==> config.mk <==
export PLATFORM = sky130hd
export DESIGN_NAME = scbl_ctrl
export DESIGN_NICKNAME = d
export VERILOG_FILES = /design/src/sv/scbl_pkg.sv /design/src/sv/scbl_ctrl.sv
export SDC_FILE = /design/constraint.sdc
export NUM_CORES = 1
export LEC_CHECK = 0
export ABC_AREA = 1
export BUFFER_PORTS_ARGS = -buffer_cell sky130_fd_sc_hd__buf_2
export CAP_MARGIN = 40
export CORE_AREA = 2 2 39 41
export CTS_CLUSTER_DIAMETER = 30
export DETAILED_ROUTE_END_ITERATION = 16
export DIE_AREA = 0 0 41 43
export GPL_ROUTABILITY_DRIVEN = 0
export PLACE_DENSITY_LB_ADDON = 0.1
export SKIP_CTS_REPAIR_TIMING = 1
export SLEW_MARGIN = 15
export SYNTH_ARGS = -nofsm -noshare
export SYNTH_HDL_FRONTEND = slang
export SYNTH_SLANG_ARGS = --single-unit
==> constraint.sdc <==
create_clock -name clk -period 1.3 [get_ports clk]
set_clock_uncertainty 0.1 [all_clocks]
set_input_delay 0.195 -clock clk [delete_from_list [all_inputs] [get_ports clk]]
set_output_delay 0.195 -clock clk [all_outputs]
set_load 0.03 [all_outputs]
==> src/sv/scbl_pkg.sv <==
package scbl_pkg;

    // Fixed by the payload structs: one field per channel.
    localparam int CHANNELS        = 6;
    localparam int SAMPLE_WIDTH    = 16;
    localparam int HIST_WIDTH      = SAMPLE_WIDTH + 8;
    localparam int COEF_WIDTH      = 18;
    localparam int CFG_INDEX_WIDTH = 3;

    // Datapath widths inside one lane.
    localparam int PROD_WIDTH = COEF_WIDTH + SAMPLE_WIDTH;
    localparam int FF_WIDTH   = PROD_WIDTH + 2;
    localparam int FB_WIDTH   = COEF_WIDTH + HIST_WIDTH;
    localparam int ACC_WIDTH  = FF_WIDTH + 8 + 2;
    localparam int RND_WIDTH  = ACC_WIDTH - 16;

    typedef logic signed [SAMPLE_WIDTH-1:0] sample_t;
    typedef logic signed [HIST_WIDTH-1:0]   hist_t;
    typedef logic signed [COEF_WIDTH-1:0]   coef_t;
    typedef logic [CFG_INDEX_WIDTH-1:0]     cfg_index_t;

    typedef sample_t [CHANNELS-1:0] sample_vec_t;
    typedef hist_t   [CHANNELS-1:0] hist_vec_t;

    typedef struct packed {
        sample_t sample_ch5;
        sample_t sample_ch4;
        sample_t sample_ch3;
        sample_t sample_ch2;
        sample_t sample_ch1;
        sample_t sample_ch0;
    } sample_word_t;

    typedef struct packed {
        sample_t filtered_ch5;
        sample_t filtered_ch4;
        sample_t filtered_ch3;
        sample_t filtered_ch2;
        sample_t filtered_ch1;
        sample_t filtered_ch0;
    } filtered_word_t;

    typedef struct packed {
        coef_t b0;
        coef_t b1;
        coef_t b2;
        coef_t a1;
        coef_t a2;
    } coef_set_t;

    // Load enables of the four pipeline stages.
    typedef struct packed {
        logic ld1;
        logic ld2;
        logic ld3;
        logic ld4;
    } pipe_ctl_t;

    localparam cfg_index_t REG_B0 = 3'd0;
    localparam cfg_index_t REG_B1 = 3'd1;
    localparam cfg_index_t REG_B2 = 3'd2;
    localparam cfg_index_t REG_A1 = 3'd3;
    localparam cfg_index_t REG_A2 = 3'd4;

    // Butterworth set: 0.0201, 0.0402, 0.0201, -1.561, 0.6414 in Q2.16.
    localparam coef_t COEF_B0_RST = 18'sd1317;
    localparam coef_t COEF_B1_RST = 18'sd2634;
    localparam coef_t COEF_B2_RST = 18'sd1317;
    localparam coef_t COEF_A1_RST = -18'sd102302;
    localparam coef_t COEF_A2_RST = 18'sd42035;

    function automatic sample_vec_t unpack_samples(input sample_word_t w);
        sample_vec_t v;
        v[0] = w.sample_ch0;
        v[1] = w.sample_ch1;
        v[2] = w.sample_ch2;
        v[3] = w.sample_ch3;
        v[4] = w.sample_ch4;
        v[5] = w.sample_ch5;
        return v;
    endfunction

    function automatic filtered_word_t pack_filtered(input sample_vec_t v);
        filtered_word_t w;
        w.filtered_ch0 = v[0];
        w.filtered_ch1 = v[1];
        w.filtered_ch2 = v[2];
        w.filtered_ch3 = v[3];
        w.filtered_ch4 = v[4];
        w.filtered_ch5 = v[5];
        return w;
    endfunction

    // Clamp the rounded Q16.8 sum into history width.
    function automatic hist_t sat_hist(input logic signed [RND_WIDTH-1:0] v);
        logic [RND_WIDTH-HIST_WIDTH:0] upper;
        hist_t                         res;
        upper = v[RND_WIDTH-1:HIST_WIDTH-1];
        if ((&upper) || !(|upper))
        begin
            res = v[HIST_WIDTH-1:0];
        end
        else if (v[RND_WIDTH-1])
        begin
            res = {1'b1, {(HIST_WIDTH-1){1'b0}}};
        end
        else
        begin
            res = {1'b0, {(HIST_WIDTH-1){1'b1}}};
        end
        return res;
    endfunction

    // Q16.8 to integer, round half up, saturate to sample width.
    function automatic sample_t round_out(input hist_t y);
        logic [HIST_WIDTH:0]   t;
        logic [SAMPLE_WIDTH:0] q;
        sample_t               res;
        t = {y[HIST_WIDTH-1], y} + (HIST_WIDTH+1)'(128);
        q = t[HIST_WIDTH:8];
        if (q[SAMPLE_WIDTH] == q[SAMPLE_WIDTH-1])
        begin
            res = q[SAMPLE_WIDTH-1:0];
        end
        else if (q[SAMPLE_WIDTH])
        begin
            res = {1'b1, {(SAMPLE_WIDTH-1){1'b0}}};
        end
        else
        begin
            res = {1'b0, {(SAMPLE_WIDTH-1){1'b1}}};
        end
        return res;
    endfunction

endpackage

==> src/sv/scbl_ctrl.sv <==
module scbl_ctrl (
    input  logic                clk,
    input  logic                rst_n,
    input  logic                sample_valid,
    output logic                sample_ready,
    output logic                filtered_valid,
    input  logic                filtered_ready,
    output scbl_pkg::pipe_ctl_t ctl
);
    import scbl_pkg::*;

    logic v1_reg, v2_reg, v3_reg, v4_reg;
    logic v1_next, v2_next, v3_next, v4_next;

    // Each stage moves when the one after it is empty or moving.
    always_comb
    begin
        ctl.ld4 = v3_reg && (!v4_reg || filtered_ready);
        ctl.ld3 = v2_reg && (!v3_reg || ctl.ld4);
        ctl.ld2 = v1_reg && (!v2_reg || ctl.ld3);
        sample_ready = !v1_reg || ctl.ld2;
        ctl.ld1 = sample_valid && sample_ready;

        v1_next = ctl.ld1 ? 1'b1 : (ctl.ld2 ? 1'b0 : v1_reg);
        v2_next = ctl.ld2 ? 1'b1 : (ctl.ld3 ? 1'b0 : v2_reg);
        v3_next = ctl.ld3 ? 1'b1 : (ctl.ld4 ? 1'b0 : v3_reg);
        v4_next = ctl.ld4 ? 1'b1 : (filtered_ready ? 1'b0 : v4_reg);
    end

    always_ff @(posedge clk or negedge rst_n)
    begin
        if (!rst_n)
        begin
            v1_reg <= 1'b0;
            v2_reg <= 1'b0;
            v3_reg <= 1'b0;
            v4_reg <= 1'b0;
        end
        else
        begin
            v1_reg <= v1_next;
            v2_reg <= v2_next;
            v3_reg <= v3_next;
            v4_reg <= v4_next;
        end
    end

    assign filtered_valid = v4_reg;

endmodule

==> reports/metrics.csv <==
metric,value,unit
f_max,710.9,MHz
vias in the first global route,182,
Flop pwr share,0.292,
crit path cell chain,buf_4 -> nand2_1 -> nand2_1 -> inv_1 -> buf_6,
Worst Hold Class,in -> reg,
Crit. End Element,primary output,
Vias,203,
beginning of the critical path,v3_reg$_DFFE_PN0P_,
clock root buffer,clkbuf_4,
Slew Limit Fails,0,
RSZ-0062 raised after global routing,yes,
synth top area cells,"dfrtp_1 (47%), buf_4 (14%), inv_1 (12%)",
total I/O pin count,10,
CTS Buffer Depth,2,
arrival time worst endpoint,1.11,ns
global-route wire length before repair,759,µm
"Slowest-stage cell, CP",dfrtp_1,
PnR worst setup slack,-0.1066,ns
ant diodes,0,
# DRC,0,
Die ar.,0.001763,mm²
pwr dens,1720,mW/mm²
"area leader, netlist",dfrtp_1,
FF-to-FF setup slack,0.34,ns
VDD IR max,684.8,µV
Syn Inst Count,28,
Internal,370.7,µW
post-synthesis sequential area ratio,0.4678,
CTS sink cnt,4,
GRT Resource Usage Total,0.07243,
relative slew slack,0.8876,
pin count of the biggest net entering global routing,5,
"Top cell by count, worst path",nand2_1,
Hold Path Depth,3,
switch share,0.3692,
placed inst area,250.2,µm²
Leak Pwr,0.0001912,µW
Final Net Count,46,
Mean Syn Cell Area,7.641,µm²
row cnt,14,
critical path required time,1.00,ns
Yosys warnings,0,
most frequent cells in the layout,"inv_1 (6), nand2_1 (6), buf_2 (4), buf_4 (4), buf_6 (4)",
IO buf count,9,
1st-iter DRT viols,4,
Die W,41,µm
clk_lat worst skew,0.24,ns
status,"finished, violations left",
initial core utilization,0.1546,
Core ar.,0.001384,mm²
syn_nets,32,
Final Cycle Share,1.082,
Combinational Power Share,0.413,
Min Hold Slack,0.06482,ns
"Worst Path Class, Setup",reg -> out,
Register-to-Register Path Depth,3,
Final setup violation count,5,
worst slew pin tran,0.1668,ns
CTS buffer count,3,
clock tree from TritonCTS,yes,
clock network fraction of total power,0.295,
share of cells above drive strength 1,0.4390,
die span in y,43,µm
fillers,161,
worst r2r src,v3_reg$_DFFE_PN0P_,
initial antenna violation count,0,
share of the synthesized area in the top cell type,0.4678,
GR Overflow Total,0,
drt pass-1 iters,2,
crit path time final,1.407,ns
net switching power,216.9,µW
register area,101.3,µm²
#FFs+latches synth,4,
failing checks,negative setup slack,
Startpoint Class,flop,
post-route antenna net violation count,0,
layout overhead on the synthesized area,59.65,%
Netlist cell types,8,
MaxCap Viol Count,0,
crit-path max cell delay,0.40,ns
crit path max fanout,3,
final hold viol count,0,
WL final,487,µm
"CTS clk-pin slew, worst paths",0.05,ns
"Design Area, Final",341.6,µm²
wire per inst,8.544,µm
multi-input logic area,62.56,µm²
CTS HTree Levels,1,
Via density,3.561,
hold path start,sample_valid,
Mapped Area,214.0,µm²
==> logic make-up after synthesis <==
kind of cell | synth area share
flops | 0.4679
compound gates | 0.02337
simple gates | 0.2456
buf+inv | 0.2632
==> through the flow <==
stage	setup WS [ns]	setup TNS [ns]	power, µW	utilization	std cells
2_1_floorplan	0.02338	0	323.0	-	28
3_3_place_gp	0.1113	0	343.9	0.1808	49
3_5_place_dp	0.1092	0	343.6	0.1808	49
4_1_cts	-0.1635	-0.6039	528.7	0.1998	53
5_1_grt	-0.1846	-0.7314	641.3	0.2468	57
6_report	-0.1066	-0.3289	587.6	0.2468	57
==> layer usage <==
metal	part of all wire	track usage
met4	0	0.04000
met3	0.092	0.06283
met5	0	0
met1	0.47	0.08091
met2	0.44	0.09063
==> cell type report <==
cell class,instances,area share
Clock buffer,4,0.07692
Timing Repair Buffer,13,0.3077
Sequential cell,4,0.2967
Inverter,7,0.07692
Tap cell,16,0.05861
Multi-Input combinational cell,13,0.1831
==> power groups by stage <==
stage                     combinational [µW]  clock, µW  sequential, µW
after global routing                     265        201             175
after CTS                                172        186             170
after detailed placement                 171          0             172
after floorplan                          139          0             184
after global placement                   171          0             173
final                                    243        173             172
==> synth_stat cells <==
cell	count
inv_1	7
nor2_1	3
nand2_1	6
nand4_1	2
dfrtp_1	4
o21ai_0	1
nor2_2	1
buf_4	4
==> critical path, delay by kind of cell, from the launching register on <==
kind | cells | cell delay, ns
flops | 1 | 0.40
simple gates | 2 | 0.13
buf+inv | 3 | 0.33
==> path summary, 6_finish.rpt <==
kind / end
worst max-delay path: ctl[1]
worst min-delay path: v1_reg$_DFFE_PN0P_
worst max register to register: v1_reg$_DFFE_PN0P_
worst min register to register: v3_reg$_DFFE_PN0P_
max in group asynchronous: v2_reg$_DFFE_PN0P_
min in group asynchronous: filtered_valid$_DFFE_PN0P_
No activity file was read; power rests on OpenSTA's default activity.
