==> src/sv/scbl_pkg.sv <==
package scbl_pkg;

    // Fixed by the payload structs: one field per channel.
    localparam int CHANNELS        = 6;
    localparam int SAMPLE_WIDTH    = 16;
    localparam int HIST_WIDTH      = SAMPLE_WIDTH + 8;
    localparam int COEF_WIDTH      = 18;
    localparam int CFG_INDEX_WIDTH = 3;

    // Datapath widths inside one lane.
    localparam int PROD_WIDTH = COEF_WIDTH + SAMPLE_WIDTH;
    localparam int FF_WIDTH   = PROD_WIDTH + 2;
    localparam int FB_WIDTH   = COEF_WIDTH + HIST_WIDTH;
    localparam int ACC_WIDTH  = FF_WIDTH + 8 + 2;
    localparam int RND_WIDTH  = ACC_WIDTH - 16;

    typedef logic signed [SAMPLE_WIDTH-1:0] sample_t;
    typedef logic signed [HIST_WIDTH-1:0]   hist_t;
    typedef logic signed [COEF_WIDTH-1:0]   coef_t;
    typedef logic [CFG_INDEX_WIDTH-1:0]     cfg_index_t;

    typedef sample_t [CHANNELS-1:0] sample_vec_t;
    typedef hist_t   [CHANNELS-1:0] hist_vec_t;

    typedef struct packed {
        sample_t sample_ch5;
        sample_t sample_ch4;
        sample_t sample_ch3;
        sample_t sample_ch2;
        sample_t sample_ch1;
        sample_t sample_ch0;
    } sample_word_t;

    typedef struct packed {
        sample_t filtered_ch5;
        sample_t filtered_ch4;
        sample_t filtered_ch3;
        sample_t filtered_ch2;
        sample_t filtered_ch1;
        sample_t filtered_ch0;
    } filtered_word_t;

    typedef struct packed {
        coef_t b0;
        coef_t b1;
        coef_t b2;
        coef_t a1;
        coef_t a2;
    } coef_set_t;

    // Load enables of the four pipeline stages.
    typedef struct packed {
        logic ld1;
        logic ld2;
        logic ld3;
        logic ld4;
    } pipe_ctl_t;

    localparam cfg_index_t REG_B0 = 3'd0;
    localparam cfg_index_t REG_B1 = 3'd1;
    localparam cfg_index_t REG_B2 = 3'd2;
    localparam cfg_index_t REG_A1 = 3'd3;
    localparam cfg_index_t REG_A2 = 3'd4;

    // Butterworth set: 0.0201, 0.0402, 0.0201, -1.561, 0.6414 in Q2.16.
    localparam coef_t COEF_B0_RST = 18'sd1317;
    localparam coef_t COEF_B1_RST = 18'sd2634;
    localparam coef_t COEF_B2_RST = 18'sd1317;
    localparam coef_t COEF_A1_RST = -18'sd102302;
    localparam coef_t COEF_A2_RST = 18'sd42035;

    function automatic sample_vec_t unpack_samples(input sample_word_t w);
        sample_vec_t v;
        v[0] = w.sample_ch0;
        v[1] = w.sample_ch1;
        v[2] = w.sample_ch2;
        v[3] = w.sample_ch3;
        v[4] = w.sample_ch4;
        v[5] = w.sample_ch5;
        return v;
    endfunction

    function automatic filtered_word_t pack_filtered(input sample_vec_t v);
        filtered_word_t w;
        w.filtered_ch0 = v[0];
        w.filtered_ch1 = v[1];
        w.filtered_ch2 = v[2];
        w.filtered_ch3 = v[3];
        w.filtered_ch4 = v[4];
        w.filtered_ch5 = v[5];
        return w;
    endfunction

    // Clamp the rounded Q16.8 sum into history width.
    function automatic hist_t sat_hist(input logic signed [RND_WIDTH-1:0] v);
        logic [RND_WIDTH-HIST_WIDTH:0] upper;
        hist_t                         res;
        upper = v[RND_WIDTH-1:HIST_WIDTH-1];
        if ((&upper) || !(|upper))
        begin
            res = v[HIST_WIDTH-1:0];
        end
        else if (v[RND_WIDTH-1])
        begin
            res = {1'b1, {(HIST_WIDTH-1){1'b0}}};
        end
        else
        begin
            res = {1'b0, {(HIST_WIDTH-1){1'b1}}};
        end
        return res;
    endfunction

    // Q16.8 to integer, round half up, saturate to sample width.
    function automatic sample_t round_out(input hist_t y);
        logic [HIST_WIDTH:0]   t;
        logic [SAMPLE_WIDTH:0] q;
        sample_t               res;
        t = {y[HIST_WIDTH-1], y} + (HIST_WIDTH+1)'(128);
        q = t[HIST_WIDTH:8];
        if (q[SAMPLE_WIDTH] == q[SAMPLE_WIDTH-1])
        begin
            res = q[SAMPLE_WIDTH-1:0];
        end
        else if (q[SAMPLE_WIDTH])
        begin
            res = {1'b1, {(SAMPLE_WIDTH-1){1'b0}}};
        end
        else
        begin
            res = {1'b0, {(SAMPLE_WIDTH-1){1'b1}}};
        end
        return res;
    endfunction

endpackage

==> src/sv/scbl_merge.sv <==
module scbl_merge (
    input  logic                     clk,
    input  scbl_pkg::pipe_ctl_t      ctl,
    input  scbl_pkg::hist_vec_t      y_vec,
    output scbl_pkg::filtered_word_t filtered
);
    import scbl_pkg::*;

    sample_vec_t    rounded;
    filtered_word_t out_reg;

    always_comb
    begin
        for (int c = 0; c < CHANNELS; c++)
        begin
            rounded[c] = round_out(y_vec[c]);
        end
    end

    // Gather the lanes into one output word.
    always_ff @(posedge clk)
    begin
        if (ctl.ld4)
        begin
            out_reg <= pack_filtered(rounded);
        end
    end

    assign filtered = out_reg;

endmodule

==> config.mk <==
export PLATFORM = sky130hd
export DESIGN_NAME = scbl_merge
export DESIGN_NICKNAME = d
export VERILOG_FILES = /design/src/sv/scbl_pkg.sv /design/src/sv/scbl_merge.sv
export SDC_FILE = /design/constraint.sdc
export NUM_CORES = 1
export LEC_CHECK = 0
export ABC_AREA = 1
export CELL_PAD_IN_SITES_DETAIL_PLACEMENT = 2
export CELL_PAD_IN_SITES_GLOBAL_PLACEMENT = 2
export CORE_MARGIN = 2
export CORE_UTILIZATION = 36
export CTS_CLUSTER_DIAMETER = 60
export DETAILED_ROUTE_END_ITERATION = 8
export DONT_BUFFER_PORTS = 1
export PLACE_DENSITY = 0.81
export SYNTH_ARGS = -nofsm -noshare
export SYNTH_HDL_FRONTEND = slang
export SYNTH_SLANG_ARGS = --single-unit
==> constraint.sdc <==
create_clock -name clk -period 2.2 [get_ports clk]
set_clock_uncertainty 0.1 [all_clocks]
set_input_delay 0 -clock clk [delete_from_list [all_inputs] [get_ports clk]]
set_output_delay 0 -clock clk [all_outputs]
set_load 0.02 [all_outputs]
==> results.txt <==
----------------------------------------------------
[Outcome]
  Outcome ... finished with violations
  Failing checks ... hold timing

[Timing]
  Worst-margin pin slew ... 0.573 ns
  Final min period ... approximately 2.1 ns
  Post-route worst hold slack ... -0.340 ns
  Maximum clock rate ... roughly 470 MHz
  Final number of max-transition violations ... 0
  Final Hold Vio Count ... 96
  Fin crit share ... 0.969
  Relative slew slack ... 0.615
  Final setup fails ... 0

[Clocking]
  Clock tree root buffer cell ... clkbuf_16
  Num CTS Buffers ... 9
  Maximum level of the CTS H-tree ... 3
  Maximum number of buffers from clock root to sink ... 2
  CTS Hold Buffers Added ... about 130
  Clock-pin slew on the worst setup and hold paths ... 0.07 ns
  Clock sink total ... 96
  Clock tree from TritonCTS ... built

[Finish]
  Core utilization of the finished layout ... 0.480
  Antenna diode count ... 0
  Max FFs per register ... 96
  Layout overhead on the synthesized area ... 30.1%
  Fraction of layout instances using a drive strength above 1 ... 0.0908
  Final Net Count ... 1031
  Finished Cell Area ... slightly below 8000 sq um

[Detailed routing]
  First-pass iteration count of the detailed router ... 4
  Drt total wl ... roughly 25000 um
  Routed via count divided by cell count ... between 5 and 6
  Wire length per cell after detailed routing ... roughly 23 um
  Routed vias ... around 5700
  Initial detailed-routing violation count ... about 240
  Number of remaining DRC errors ... 0
  Post-route ant nets ... 0

[Floorplanning]
  Starting density of the core ... 0.368
  Die width ... between 100 and 150 um
  IO Pins ... ~250
  Floorplan die area ... 18000 sq um
  Overall die height ... 134 um
  Number of rows created at floorplan ... 47
  Area of the core region ... approximately 17000 sq um

[Power]
  Static leakage ... around 3.3 nW
  Clock share of power ... 0.349
  Relative contribution of combinational cells to total power ... 0.136
  Fraction of power spent switching nets ... 0.279
  Sequential share of power ... 0.515
  Net switching power of the design ... between 1 and 1.5 mW
  PwrDens ... around 610 nW/um^2
  Internal ... about 3.5 mW
  Max rail drop VDD ... approximately 0.00033 V

[Critical path]
  Origin of the worst setup path ... y_vec[104]
  Worst Path Required ... 2.19 ns
  Maximum net fanout on the critical path ... 4
  Worst path cell trace ... dlygate4sd3_1, ha_2, nand2_2, nor2_4, nand2_2, nor2_1, xnor2_1, dlygate4sd3_1, nand2_1
  Delay of the slowest cell on the worst path ... around 0.58 ns
  Worst setup endpoint ... filtered[73]
  Kind of end point of the critical path ... flip-flop
  Worst Path Buf+Inv ... 2
  Crit path DAT ... approximately 2.1 ns
  Worst Setup Path Type ... input pin to flip-flop
  Crit-path slowest cell ... dlygate4sd3_1
  Crit path launch type ... input pin
  Total number of cells along the worst setup path ... 9
  Cell class contributing the biggest share of worst-path delay ... buffers and inverters

[Synth]
  Library cells used by synthesis ... 19
  Proportion of synthesized chip area in sequential cells ... 0.472
  Mapped cell area ... 6110 sq um
  Mapped Nets ... 895
  Synthesized area divided by synthesized cell count ... around 8.3 sq um
  Post-synthesis sequential element count ... 96
  Gate Count Post-Synth ... 740
  Synth warn ... 0

[Hold path]
  Type of the most critical hold path ... input pin to flip-flop
  Start point of the worst min-delay path ... ctl[0]

[Run]
  Max cap viols ... 0

[Global route]
  Global-route usage over all layers ... 0.281
  Number of antenna violations at the first check in global routing ... 0
  GRT Residual Overflow ... 0
  First-pass GRT wire length ... a little under 40000 um
  Vias in the first global route ... 6724
  Largest net degree at the start of global routing ... 97

[Placed design]
  Area of placed instances ... 6320 sq um
  Detail Placement HPWL ... approximately 15000 um
  Count of buffers inserted at the top-level ports ... 0
  Final weighted congestion in routability-driven placement ... approximately 0.86

----------------------------------------------------
## worst min path at each step
stage	end	slack [ns]	cells after the start
after floorplan	filtered[0]	0.01	0
after global placement	filtered[12]	0.02	0
after detailed placement	filtered[12]	0.02	0
after CTS	filtered[12]	-0.35	0
after global routing	filtered[12]	-0.35	0
final	filtered[12]	-0.34	0
## what timing repair did
action,4_1_cts,5_1_grt
gates resized for setup,0,3
endpoints found under the setup margin,0,3
setup buffers,0,1
endpoints found under the hold margin,191,96
## layer usage
layer	up-vias	share of wire	global-route usage
met1	2831	0.37	0.296
met3	53	0.057	0.0703
met4	0	0.033	0.111
li1	2642	-	-
met5	-	0	0
met2	197	0.54	0.532
## stage by stage
step	total power, mW	hold slack (ns)	cells	setup TNS [ns]	setup slack (ns)
global placement	2.90	0.0202	954	0	0.658
finish	4.89	-0.340	1101	0	0.0688
detailed placement	2.94	0.0203	954	0	0.577
global route	5.04	-0.350	1101	-0.0142	-0.00781
floorplan	2.82	0.0125	740	0	0.934
CTS	4.84	-0.346	1101	0	0.122
## placed cells by master (no fill, tap or decap)
| master | count |
|---|---|
| nor2_2 | 15 |
| ha_1 | 5 |
| nand2_8 | 1 |
| nand2_2 | 34 |
| clkinv_1 | 3 |
| inv_1 | 55 |
| and2_1 | 6 |
| buf_4 | 1 |
| nand2_1 | 285 |
| clkinvlp_4 | 2 |
| nand3_2 | 4 |
| ha_2 | 1 |
| edfxtp_1 | 96 |
| nor3_1 | 3 |
| nand4_1 | 11 |
| clkbuf_16 | 9 |
| nor2_4 | 7 |
| dlygate4sd3_1 | 130 |
| bufinv_16 | 2 |
| nand2_4 | 2 |
| nand3_1 | 46 |
| xor2_1 | 39 |
| nor2_1 | 83 |
| nand3b_1 | 11 |
| xnor2_1 | 28 |
| nor3_2 | 2 |
## cells in the mapped netlist
cell type    n  area (sq um)
nor2_2      14          87.6
ha_1         6          75.1
nand3b_1    11          82.6
nor2_4       7          78.8
edfxtp_1    96          2880
and2_1       6          37.5
nor3_1       3          15.0
xnor2_1     28           245
nand4_1     11          68.8
xor2_1      39           342
nand3_2      4          40.0
nand2_4      3          33.8
nand3_1     46           230
buf_6        6          67.6
inv_1       55           206
nor3_2       2          20.0
nand2_2     34           213
nor2_1      84           315
nand2_1    285          1070
## final cells by class
cell class / count / area (sq um)
Clock inverter: 7 / 86.3
Sequential cell: 96 / 2880
Tap cell: 220 / 275
Timing Repair Buffer: 131 / 1310
Multi-Input combinational cell: 583 / 2970
Fill cell: 1824 / 8630
Clock buffer: 9 / 225
Inverter: 55 / 206
## power by group through the flow
stage                     sequential [mW]  clock (mW)  combinational, mW
after global placement               2.54           0              0.361
after detailed placement             2.55           0              0.389
final                                2.52        1.71              0.664
after global routing                 2.53        1.78              0.730
after floorplan                      2.50           0              0.314
after CTS                            2.51        1.70              0.619
## cell families (layout without fill, tap and decap cells)
group,count (synthesis),count (layout),synth area share
adder cells (fa/ha/maj),6,6,0.0123
flip-flops,96,96,0.472
AND/OR/NAND/NOR,510,510,0.375
XOR/XNOR,67,67,0.0960
buffers and inverters,61,202,0.0448
Power figures use the tool's default switching activity.
